--- src/rtl/wsd_pkg.sv ---
// Shared types and constants of the websocket frame deframer.
package wsd_pkg;

  // Parse phases, one-hot
  typedef enum logic [4:0] {
    PH_HDR1    = 5'b00001,
    PH_HDR2    = 5'b00010,
    PH_EXTLEN  = 5'b00100,
    PH_MASKKEY = 5'b01000,
    PH_PAYLOAD = 5'b10000
  } phase_t;

  // Framing modes
  localparam logic MODE_RAW = 1'b0;
  localparam logic MODE_WS  = 1'b1;

  // Register index, taken from paddr[2]
  localparam int  PADDR_W          = 3;
  localparam logic REG_FRAMING_MODE = 1'b0;

  // Frame header codes
  localparam logic [3:0] OPCODE_TEXT  = 4'h1;
  localparam logic [3:0] OPCODE_MASK  = 4'hf;
  localparam logic [6:0] LEN_CODE_16  = 7'd126;
  localparam logic [6:0] LEN_CODE_64  = 7'd127;

  // Header field byte counts
  localparam logic [3:0] EXT16_BYTES      = 4'd2;
  localparam logic [3:0] EXT64_BYTES      = 4'd8;
  localparam logic [3:0] XOR_KEY_BYTES    = 4'd4;
  localparam logic [3:0] LEN_PREFIX_BYTES = 4'd4;

endpackage

--- src/rtl/wsd_byte_if.sv ---
// Valid/ready channel interfaces: received stream bytes and message output words.
interface wsd_byte_if;
  logic       valid;
  logic       ready;
  logic [7:0] stream_byte;

  modport source (output valid, output stream_byte, input ready);
  modport sink   (input valid, input stream_byte, output ready);
endinterface

interface wsd_msg_if;
  logic       valid;
  logic       ready;
  logic [7:0] payload_byte;
  logic       message_last;
  logic       message_empty;

  modport source (output valid, output payload_byte, output message_last,
                  output message_empty, input ready);
  modport sink   (input valid, input payload_byte, input message_last,
                  input message_empty, output ready);
endinterface

--- src/rtl/websocket_frame_deframer.sv ---
// Websocket / raw length-prefix message deframer, one stream byte per word.
//
// Channels: rx carries received stream bytes (valid/ready), msg carries
// message words: payload_byte, message_last on the final byte, and
// message_empty for a zero-length message (one word with byte 0, last 1).
// The APB port holds framing_mode at address 0 (1 websocket, 0 raw 4-byte
// little-endian length prefix); writing it restarts parsing from a header.
// An accepted byte's word shows on msg in the next cycle. Throughput: one
// byte per cycle unless msg stalls; a parse step is one pass of logic from
// the accepted byte and parse state into the state and msg output register.
// Header, mask key and skipped-frame bytes give no word, bar the empty word
// of a zero-length message; only raw messages and websocket text frames
// (opcode 1) give words. Reset selects websocket mode, returns to the first
// header byte and empties the output register. When msg stalls, the output
// register holds its word and rx.ready drops only while that full register
// is not taken, so a byte is still accepted in the cycle that the word leaves.
module websocket_frame_deframer
  import wsd_pkg::*;
(
  input  logic               clk,
  input  logic               rst,
  input  logic               psel,
  input  logic               penable,
  input  logic               pwrite,
  input  logic [PADDR_W-1:0] paddr,
  input  logic [31:0]        pwdata,
  output logic [31:0]        prdata,
  output logic               pready,
  wsd_byte_if.sink           rx,
  wsd_msg_if.source          msg
);

  // Configuration and parse state
  logic        framing_mode;
  phase_t      phase, phase_next;
  logic [3:0]  opcode, opcode_next;
  logic        masked, masked_next;
  logic [6:0]  len_code, len_code_next;
  logic [3:0]  hdr_count, hdr_count_next;
  logic [63:0] remaining, remaining_next;
  logic [31:0] xor_key, xor_key_next;
  logic [1:0]  mask_idx, mask_idx_next;

  // Output register
  logic        out_valid;
  logic [7:0]  out_byte;
  logic        out_last;
  logic        out_empty;

  // Step controls
  logic        accept;
  logic        cfg_write;
  logic        emit_all;
  logic        pay_step;
  logic        take_opcode;
  logic        after_len;
  logic        begin_pl;
  logic        emit;
  logic [7:0]  emit_byte;
  logic        emit_last;
  logic        emit_empty;
  logic [3:0]  cnt_inc;
  logic [3:0]  cnt_base;
  logic [63:0] rem_base;
  logic [3:0]  ext_need;

  assign pready    = 1'b1;
  assign cfg_write = psel & penable & pwrite & (paddr[2] == REG_FRAMING_MODE);
  assign rx.ready  = ~out_valid | msg.ready;
  assign accept    = rx.valid & rx.ready;
  assign emit_all  = (framing_mode == MODE_RAW);

  assign msg.valid         = out_valid;
  assign msg.payload_byte  = out_byte;
  assign msg.message_last  = out_last;
  assign msg.message_empty = out_empty;

  // Register read
  always_comb begin
    prdata = '0;
    if (paddr[2] == REG_FRAMING_MODE) begin
      prdata[0] = framing_mode;
    end
  end

  // Parse one byte
  always_comb begin
    phase_next     = phase;
    opcode_next    = opcode;
    masked_next    = masked;
    len_code_next  = len_code;
    hdr_count_next = hdr_count;
    remaining_next = remaining;
    xor_key_next   = xor_key;
    mask_idx_next  = mask_idx;
    pay_step       = 1'b0;
    take_opcode    = 1'b0;
    after_len      = 1'b0;
    begin_pl       = 1'b0;
    emit           = 1'b0;
    emit_byte      = '0;
    emit_last      = 1'b0;
    emit_empty     = 1'b0;
    cnt_inc        = hdr_count + 4'd1;
    cnt_base       = hdr_count;
    rem_base       = remaining;
    ext_need       = (len_code == LEN_CODE_16) ? EXT16_BYTES : EXT64_BYTES;

    if (framing_mode == MODE_RAW) begin
      // Raw: payload bytes, or gather the little-endian length prefix
      if (phase == PH_PAYLOAD && remaining != '0) begin
        pay_step = 1'b1;
      end else begin
        cnt_base       = (phase != PH_HDR1) ? 4'd0 : hdr_count;
        rem_base       = (cnt_base == 4'd0) ? 64'd0 : remaining;
        phase_next     = PH_HDR1;
        remaining_next = rem_base |
                         (64'(rx.stream_byte) << {cnt_base[1:0], 3'b000});
        hdr_count_next = cnt_base + 4'd1;
        if (cnt_base + 4'd1 >= LEN_PREFIX_BYTES) begin
          masked_next = 1'b0;
          begin_pl    = 1'b1;
        end
      end
    end else begin
      // Websocket frame parse
      unique case (phase)
        PH_HDR2: begin
          masked_next    = rx.stream_byte[7];
          len_code_next  = rx.stream_byte[6:0];
          hdr_count_next = '0;
          if (rx.stream_byte[6:0] == LEN_CODE_16 ||
              rx.stream_byte[6:0] == LEN_CODE_64) begin
            remaining_next = '0;
            phase_next     = PH_EXTLEN;
          end else begin
            remaining_next = 64'(rx.stream_byte[6:0]);
            after_len      = 1'b1;
          end
        end
        PH_EXTLEN: begin
          remaining_next = {remaining[55:0], rx.stream_byte};
          hdr_count_next = cnt_inc;
          if (cnt_inc >= ext_need) begin
            after_len = 1'b1;
          end
        end
        PH_MASKKEY: begin
          xor_key_next   = {xor_key[23:0], rx.stream_byte};
          hdr_count_next = cnt_inc;
          if (cnt_inc >= XOR_KEY_BYTES) begin
            begin_pl = 1'b1;
          end
        end
        PH_PAYLOAD: begin
          if (remaining != '0) begin
            pay_step = 1'b1;
          end else begin
            take_opcode = 1'b1;
          end
        end
        default: begin
          take_opcode = 1'b1;
        end
      endcase
    end

    // First header byte: latch opcode
    if (take_opcode) begin
      opcode_next = rx.stream_byte[3:0] & OPCODE_MASK;
      phase_next  = PH_HDR2;
    end

    // Payload byte: unmask, count down, mark the last
    if (pay_step) begin
      emit_byte      = masked ? (rx.stream_byte ^ xor_key[{~mask_idx, 3'b000} +: 8])
                              : rx.stream_byte;
      mask_idx_next  = mask_idx + 2'd1;
      remaining_next = remaining - 64'd1;
      emit_last      = (remaining == 64'd1);
      if (remaining == 64'd1) begin
        phase_next = PH_HDR1;
      end
      emit = emit_all | (opcode == OPCODE_TEXT);
    end

    // Length known: go to the mask key or the payload
    if (after_len) begin
      hdr_count_next = '0;
      if (masked_next) begin
        xor_key_next = '0;
        phase_next   = PH_MASKKEY;
      end else begin
        begin_pl = 1'b1;
      end
    end

    // Start the payload, or finish an empty message
    if (begin_pl) begin
      mask_idx_next  = '0;
      hdr_count_next = '0;
      if (remaining_next == '0) begin
        phase_next = PH_HDR1;
        emit       = emit_all | (opcode == OPCODE_TEXT);
        emit_byte  = '0;
        emit_last  = 1'b1;
        emit_empty = 1'b1;
      end else begin
        phase_next = PH_PAYLOAD;
      end
    end
  end

  // Advance parse state
  always_ff @(posedge clk) begin
    if (rst) begin
      framing_mode <= MODE_WS;
      phase        <= PH_HDR1;
      opcode       <= '0;
      masked       <= 1'b0;
      len_code     <= '0;
      hdr_count    <= '0;
      remaining    <= '0;
      xor_key      <= '0;
      mask_idx     <= '0;
    end else if (cfg_write) begin
      framing_mode <= pwdata[0];
      phase        <= PH_HDR1;
      opcode       <= '0;
      masked       <= 1'b0;
      len_code     <= '0;
      hdr_count    <= '0;
      remaining    <= '0;
      xor_key      <= '0;
      mask_idx     <= '0;
    end else if (accept) begin
      phase        <= phase_next;
      opcode       <= opcode_next;
      masked       <= masked_next;
      len_code     <= len_code_next;
      hdr_count    <= hdr_count_next;
      remaining    <= remaining_next;
      xor_key      <= xor_key_next;
      mask_idx     <= mask_idx_next;
    end
  end

  // Load the output word, drop it once taken
  always_ff @(posedge clk) begin
    if (rst) begin
      out_valid <= 1'b0;
    end else if (accept && emit && !cfg_write) begin
      out_valid <= 1'b1;
    end else if (msg.ready) begin
      out_valid <= 1'b0;
    end
  end

  always_ff @(posedge clk) begin
    if (accept && emit && !cfg_write) begin
      out_byte  <= emit_byte;
      out_last  <= emit_last;
      out_empty <= emit_empty;
    end
  end

endmodule

--- src/flat_wrapper.sv ---
// flat-port wrapper written by rule: the top's interface ports become plain ports
module websocket_frame_deframer_flat import wsd_pkg::*;
  (clk, rst, psel, penable, pwrite, paddr, pwdata, prdata, pready, rx_valid, rx_stream_byte, rx_ready, msg_valid, msg_payload_byte, msg_message_last, msg_message_empty, msg_ready);
  wsd_byte_if rx_i ();
  wsd_msg_if msg_i ();
  input  logic clk;
  input  logic rst;
  input  logic psel;
  input  logic penable;
  input  logic pwrite;
  input  logic [PADDR_W-1:0] paddr;
  input  logic [31:0] pwdata;
  output logic [31:0] prdata;
  output logic pready;
  input wire logic [$bits(rx_i.valid)-1:0] rx_valid;
  input wire logic [$bits(rx_i.stream_byte)-1:0] rx_stream_byte;
  output wire logic [$bits(rx_i.ready)-1:0] rx_ready;
  output wire logic [$bits(msg_i.valid)-1:0] msg_valid;
  output wire logic [$bits(msg_i.payload_byte)-1:0] msg_payload_byte;
  output wire logic [$bits(msg_i.message_last)-1:0] msg_message_last;
  output wire logic [$bits(msg_i.message_empty)-1:0] msg_message_empty;
  input wire logic [$bits(msg_i.ready)-1:0] msg_ready;
  assign rx_i.valid = rx_valid;
  assign rx_i.stream_byte = rx_stream_byte;
  assign rx_ready = rx_i.ready;
  assign msg_valid = msg_i.valid;
  assign msg_payload_byte = msg_i.payload_byte;
  assign msg_message_last = msg_i.message_last;
  assign msg_message_empty = msg_i.message_empty;
  assign msg_i.ready = msg_ready;
  websocket_frame_deframer u_core (.clk(clk), .rst(rst), .psel(psel), .penable(penable), .pwrite(pwrite), .paddr(paddr), .pwdata(pwdata), .prdata(prdata), .pready(pready), .rx(rx_i), .msg(msg_i));
endmodule
--- config.mk ---
export PLATFORM = sky130hd
export DESIGN_NAME = websocket_frame_deframer_flat
export DESIGN_NICKNAME = d
export VERILOG_FILES = /design/src/rtl/wsd_pkg.sv /design/src/rtl/wsd_byte_if.sv /design/src/rtl/websocket_frame_deframer.sv /design/src/flat_wrapper.sv
export SDC_FILE = /design/constraint.sdc
export NUM_CORES = 1
export LEC_CHECK = 0
export BUFFER_PORTS_ARGS = -buffer_cell sky130_fd_sc_hd__buf_4
export CAP_MARGIN = 20
export CORE_AREA = 2 2 161 163
export CTS_CLUSTER_DIAMETER = 40
export DETAILED_ROUTE_END_ITERATION = 12
export DIE_AREA = 0 0 163 165
export PLACE_DENSITY_LB_ADDON = 0.3
export SLEW_MARGIN = 20
export SYNTH_ARGS = -nofsm -noshare
export SYNTH_HDL_FRONTEND = slang
export SYNTH_SLANG_ARGS = --single-unit
--- constraint.sdc ---
create_clock -name clk -period 11.1 [get_ports clk]
set_input_delay 2.22 -clock clk [delete_from_list [all_inputs] [get_ports clk]]
set_output_delay 2.22 -clock clk [all_outputs]
set_load 0.01 [all_outputs]
After elaboration in Yosys (flattened, before gate mapping)

Index checks and enable logic that the tools add are counted.

Shift operators: 2
Bitwise logic cells: 12
Mux-type cells: 66
$lt $le $gt $ge: 3
Reduce and logical (&&, ||, !) cells: 17
Add/subtract/negate cells: 4
Equality and inequality tests: 12

Operator list:

| kind                                                  | number |
|---|---|
| 2-to-1 mux 64 bit                                     | 4 |
| 2-to-1 mux 32 bit                                     | 4 |
| case mux 64 bit (2 select lines)                      | 1 |
| equality test 64 x 1 -> 1 bit (second input constant) | 1 |
| zero test 64 bit                                      | 1 |
| bitwise OR 64 bit                                     | 1 |
| nonzero test 64 bit                                   | 1 |
| << shifter 8 x 5 -> 64 bit                            | 1 |
| subtractor 64 x 1 -> 64 bit (second input constant)   | 1 |
| 2-to-1 mux 5 bit                                      | 11 |
| 2-to-1 mux 8 bit                                      | 4 |
| variable part select 32 x 6 -> 8 bit                  | 1 |
| 2-to-1 mux 1 bit                                      | 30 |
| 2-to-1 mux 4 bit                                      | 6 |
| equality test 7 bit (second input constant)           | 3 |
| adder 4 x 1 -> 4 bit (second input constant)          | 2 |
| >= comparator 4 x 3 -> 1 bit (second input constant)  | 2 |
| case mux 4 bit (2 select lines)                       | 1 |
| XOR 8 bit                                             | 1 |
| 2-to-1 mux 7 bit                                      | 1 |
| AND reduction 3 bit                                   | 2 |
| equality test 5 x 2 -> 1 bit (second input constant)  | 1 |
| equality test 5 x 3 -> 1 bit (second input constant)  | 1 |
| equality test 5 x 4 -> 1 bit (second input constant)  | 1 |
| 21 further kinds                                      | 34 |

Input bits: 50
Bits in registers: 131
Word-level logic and storage cells: 129
Output and inout bits: 45

Depth between registers and ports, before layout

Depth in word-level cells: 14
Mapped depth: 18
Mapped depth without buffers: 13

Worst setup path before layout

No wires, ideal clock.

Path kind: input to register
From: input rx_stream_byte[2]
To: register u_core.out_empty, in the netlist u_core.msg.message_empty, enable pin
Setup slack: 5.833 ns
Setup time: 0.378 ns
Stages: 11
Arrival time: 4.889 ns
Path buffers: 1
Required time: 10.722 ns
Cell sequence: clkbuf_1 -> and4_1 -> a211o_1 -> nand2_1 -> a221oi_1 -> a211oi_1 -> nor3_2 -> nand4b_1 -> or4_4 -> or2_1 -> o21ai_1

Cells in the longest elaborated chain, start to end: 11
Elaborated cells between the ends (all ways): 19

RTL lines:

| element                                       | RTL line                                                         | text |
|---|---|---|
| from (decl)                                   | flat_wrapper.sv:16                                               | `input wire logic [$bits(rx_i.stream_byte)-1:0] rx_stream_byte;` |
| equality test 7 bit, on equally long branches | websocket_frame_deframer.sv:132, websocket_frame_deframer.sv:133 |  |
| logical OR 1 bit                              | websocket_frame_deframer.sv:132                                  | `if (rx.stream_byte[6:0] == LEN_CODE_16 \|\|` |
| 2-to-1 mux 7 bit                              | websocket_frame_deframer.sv:132                                  |  |
| case mux 64 bit (2 select lines)              | websocket_frame_deframer.sv:127                                  | `unique case (phase)` |
| 2-to-1 mux 64 bit                             | websocket_frame_deframer.sv:109                                  | `if (framing_mode == MODE_RAW) begin` |
| 2-to-1 mux 64 bit                             | websocket_frame_deframer.sv:175                                  | `if (pay_step) begin` |
| zero test 64 bit                              | websocket_frame_deframer.sv:202                                  | `if (remaining_next == '0) begin` |
| 2-to-1 mux 1 bit                              | websocket_frame_deframer.sv:202                                  |  |
| 2-to-1 mux 1 bit *                            | websocket_frame_deframer.sv:199                                  | `if (begin_pl) begin` |
| logical AND 1 bit * (2 in series)             | websocket_frame_deframer.sv:260                                  | `if (accept && emit && !cfg_write) begin` |
| to (signal assigned)                          | websocket_frame_deframer.sv:263                                  | `out_empty <= emit_empty;` |
| to (decl)                                     | websocket_frame_deframer.sv:48                                   | `logic out_empty;` |

Mark *: on every way between the ends. The rest lies on a longest branch, timed or not.
A chain may end at the register's enable or synchronous reset.

Final worst setup path

From: register u_core.remaining[0]
To: register u_core.out_byte[2], in the netlist u_core.msg.payload_byte[2], enable pin

Cells in the longest elaborated chain, start to end: 10
Elaborated cells between the ends (all ways): 25

RTL lines:

| element                                                                             | RTL line                        | text |
|---|---|---|
| from (decl)                                                                         | websocket_frame_deframer.sv:40  | `logic [63:0] remaining, remaining_next;` |
| from (signal assigned)                                                              | websocket_frame_deframer.sv:242 | `remaining <= remaining_next;` |
| parallel branches: the longest is 7 deep, another holds subtractor 64 x 1 -> 64 bit | -                               |  |
| 2-to-1 mux 1 bit *                                                                  | websocket_frame_deframer.sv:199 |  |
| logical AND 1 bit * (2 in series)                                                   | websocket_frame_deframer.sv:260 |  |
| to (signal assigned)                                                                | websocket_frame_deframer.sv:261 | `out_byte <= emit_byte;` |
| to (decl)                                                                           | websocket_frame_deframer.sv:46  | `logic [7:0] out_byte;` |

Mark *: on every way between the ends.

==> out/results.tsv <==
metric	value	unit
clock slew at reported path FFs	0.07	ns
Netlist Area Pre-Place	9980	um^2
RePlAce Congestion	0.959	
WS Path Type	reg -> reg	
Worst Path Required	11.16	ns
GR Util met2	0.386	
Critical Path Sink Type	flip-flop	
total CTS buffers	17	
post-route ant nets	0	
Core Util, Final	0.426	
Layout Skew	0.0151	ns
max-slew violation count	0	
hpwl dp	23400	um
Fin. Hold Viols	0	
Die H	165	um
CTS-repair resized insts	0	
Num Clock Sinks	131	
number of enable flip-flop cells after synthesis	10	
DIE AREA	26900	um^2
share of flip-flops with an asynchronous set or reset	0	
Yosys reg bits	131	
vias per inst	6.44	
leading area contributor after synthesis	dfxtp_1	
total of max-cap violations	0	
row cnt	58	
synth cell count leaders	180 x nand2_1, 165 x nor2_1, 121 x dfxtp_1	
Remaining DRCs	0	
Core Region	25000	um^2
H-tree depth	4	
HP Class	reg -> reg	
Inst Count DP	1604	
clk root buf	clkbuf_16	
Tightest Pin Transition	1.06	ns
Yosys top cell area share	0.243	
Comb pwr share	0.232	
Setup crit start kind	flip-flop	
Post-Synthesis Cells	1374	
unrepaired setup endpoints after global routing	false	
Top Usage Layer GRT	met2	
met3 usage in global routing	0.0520	
Max FO, Critical Path	65	
Clock Latency Late Sink	0.44	ns
share of post-route cells with drive strength above 1	0.0926	
DR WL/cell	21.3	um
port bufs	29	
post-synth cell types	86	
vias post-DR	10500	
Final Instance Count excl. Fillers	1636	
Setup Viol. Count Final	0	
largest net degree at the start of global routing	90	
Arr. time, crit path	6.18	ns
Final Critical Period	6.11	ns
part of the power in registers	0.362	
Final Cycle Share	0.551	
Max Freq	0.164	GHz
Seq/Total Area, Yosys	0.273	
synth warn	0	
Post-CTS Setup Repair Bufs	0	
Chip Width	163	um
most common cell in the netlist	nand2_1	
vias in the first global route	9354	
Antenna Cells	0	
total congestion overflow	0	
worst IR drop on VDD	0.0000978	V
Post-CTS Hold Buffers	0	
grt met1 use	0.359	
Final #Nets	1351	
Sw Pwr	530	uW
Clk pwr share	0.406	
Pwr Density	134	nW/um^2
first-iteration detailed-routing DRC count	1406	
sw frac	0.371	
synthesized area per cell	7.26	um^2
Pre-antenna DRT Iters	6	
first-pass GRT wire length	54300	um
initial cell density of the core	0.399	
gr usage total	0.258	
final WL	34900	um
Max-slew headroom	0.292	
status	completed	
top_reg_cell synth	dfxtp_1	
top cells by area, synth	dfxtp_1 24%, nand2_1 6.8%, nor2_1 6.2%	
setup tns final	0	ns
CTS Buffer Depth	2	
P_int	901	uW
antenna violations before repair	1	
Syn-to-layout area delta	6.76	%
number of top-level pins	95	
Static Leakage	0.00387	uW
CTS tree	yes	
metrics by stage:
step / total power [uW] / area (um^2) / hold slack (ns) / worst slack, ns
CTS: 1430 / 10700 / 0.458 / 5.11
global route: 1480 / 10700 / 0.482 / 4.76
floorplan: 763 / 10100 / 0.433 / 5.83
global placement: 845 / 10000 / 0.439 / 5.14
finish: 1430 / 10700 / 0.458 / 4.99
detailed placement: 847 / 10000 / 0.447 / 5.13
worst paths after layout:
path,from,to,slack [ns],cells after the start
setup reg to reg,u_core.remaining[0],u_core.msg.payload_byte[2],4.99,13
hold reg to reg,u_core.xor_key[31],u_core.xor_key[31],0.46,2
hold / removal,u_core.xor_key[31],u_core.xor_key[31],0.46,2
setup / recovery,u_core.remaining[0],u_core.msg.payload_byte[2],4.99,13
power by group through the flow:
stage / Clock, uW / Combinational, uW / Sequential, uW
after floorplan: 0 / 256 / 507
after detailed placement: 0 / 320 / 527
after global placement: 0 / 319 / 527
after global routing: 607 / 357 / 520
final: 582 / 332 / 518
after CTS: 589 / 321 / 516
sequential cells by signal, indices dropped and copies added (netlist names):
name	cells
u_core.remaining	64
u_core.msg.message_empty	1
u_core.msg.valid	1
u_core.msg.message_last	1
u_core.framing_mode	1
u_core.opcode	4
u_core.xor_key	32
u_core.hdr_count	4
u_core.mask_idx	2
u_core.masked	1
u_core.len_code	7
u_core.phase	5
u_core.msg.payload_byte	8
worst max-delay path, stage by stage (launching register included):
cell and delay [ns]:
dfxtp_1 0.46, inv_1 0.16, ha_1 0.19, or3b_2 0.44, or4_1 0.43, and4bb_2 0.42, a21o_4 0.39, buf_4 0.67
mux2_2 0.41, a211oi_1 0.69, and4_1 0.29, nand4_1 0.18, or2_1 0.32, o21ai_1 0.67
cell usage in the layout (no fill, tap or decap), types with 23 or more instances in the layout:
master and n:
nand4_1 27, conb_1 32, or3_1 23, a21oi_1 108, a211oi_1 44, dfxtp_1 121, nor4_1 29, o21ai_0 44
inv_1 26, nor2_1 163, nand3_1 33, nor3_1 51, nand2_1 179, mux2i_1 24, buf_4 42
layout make-up:
| cell class | instances | area (um^2) |
|---|---|---|
| fillers | 2548 | 14400 |
| repair buffers | 42 | 315 |
| clock buffers | 17 | 425 |
| well taps | 330 | 413 |
| clock inverters | 15 | 185 |
| multi-input cells | 1075 | 6500 |
| flip-flops and latches | 131 | 2720 |
| inverters | 26 | 97.6 |
per-layer routing:
layer / part of all wire / vias to the layer above
met4: 0.042 / 2
li1: - / 4845
met1: 0.42 / 4952
met2: 0.44 / 634
met5: 0.00032 / -
met3: 0.11 / 106
cells by family after synthesis:
group	Yosys count	share of synthesized area
AOI/OAI and AO/OA	362	0.251
xor gates and xnor gates	30	0.0263
adders and majority gates	8	0.0100
buffers and inverters	198	0.0928
DFF	131	0.273
muxes	36	0.0466
other	2	0.000752
and+or+nand+nor	607	0.300
(Power assumes the default switching activity.)
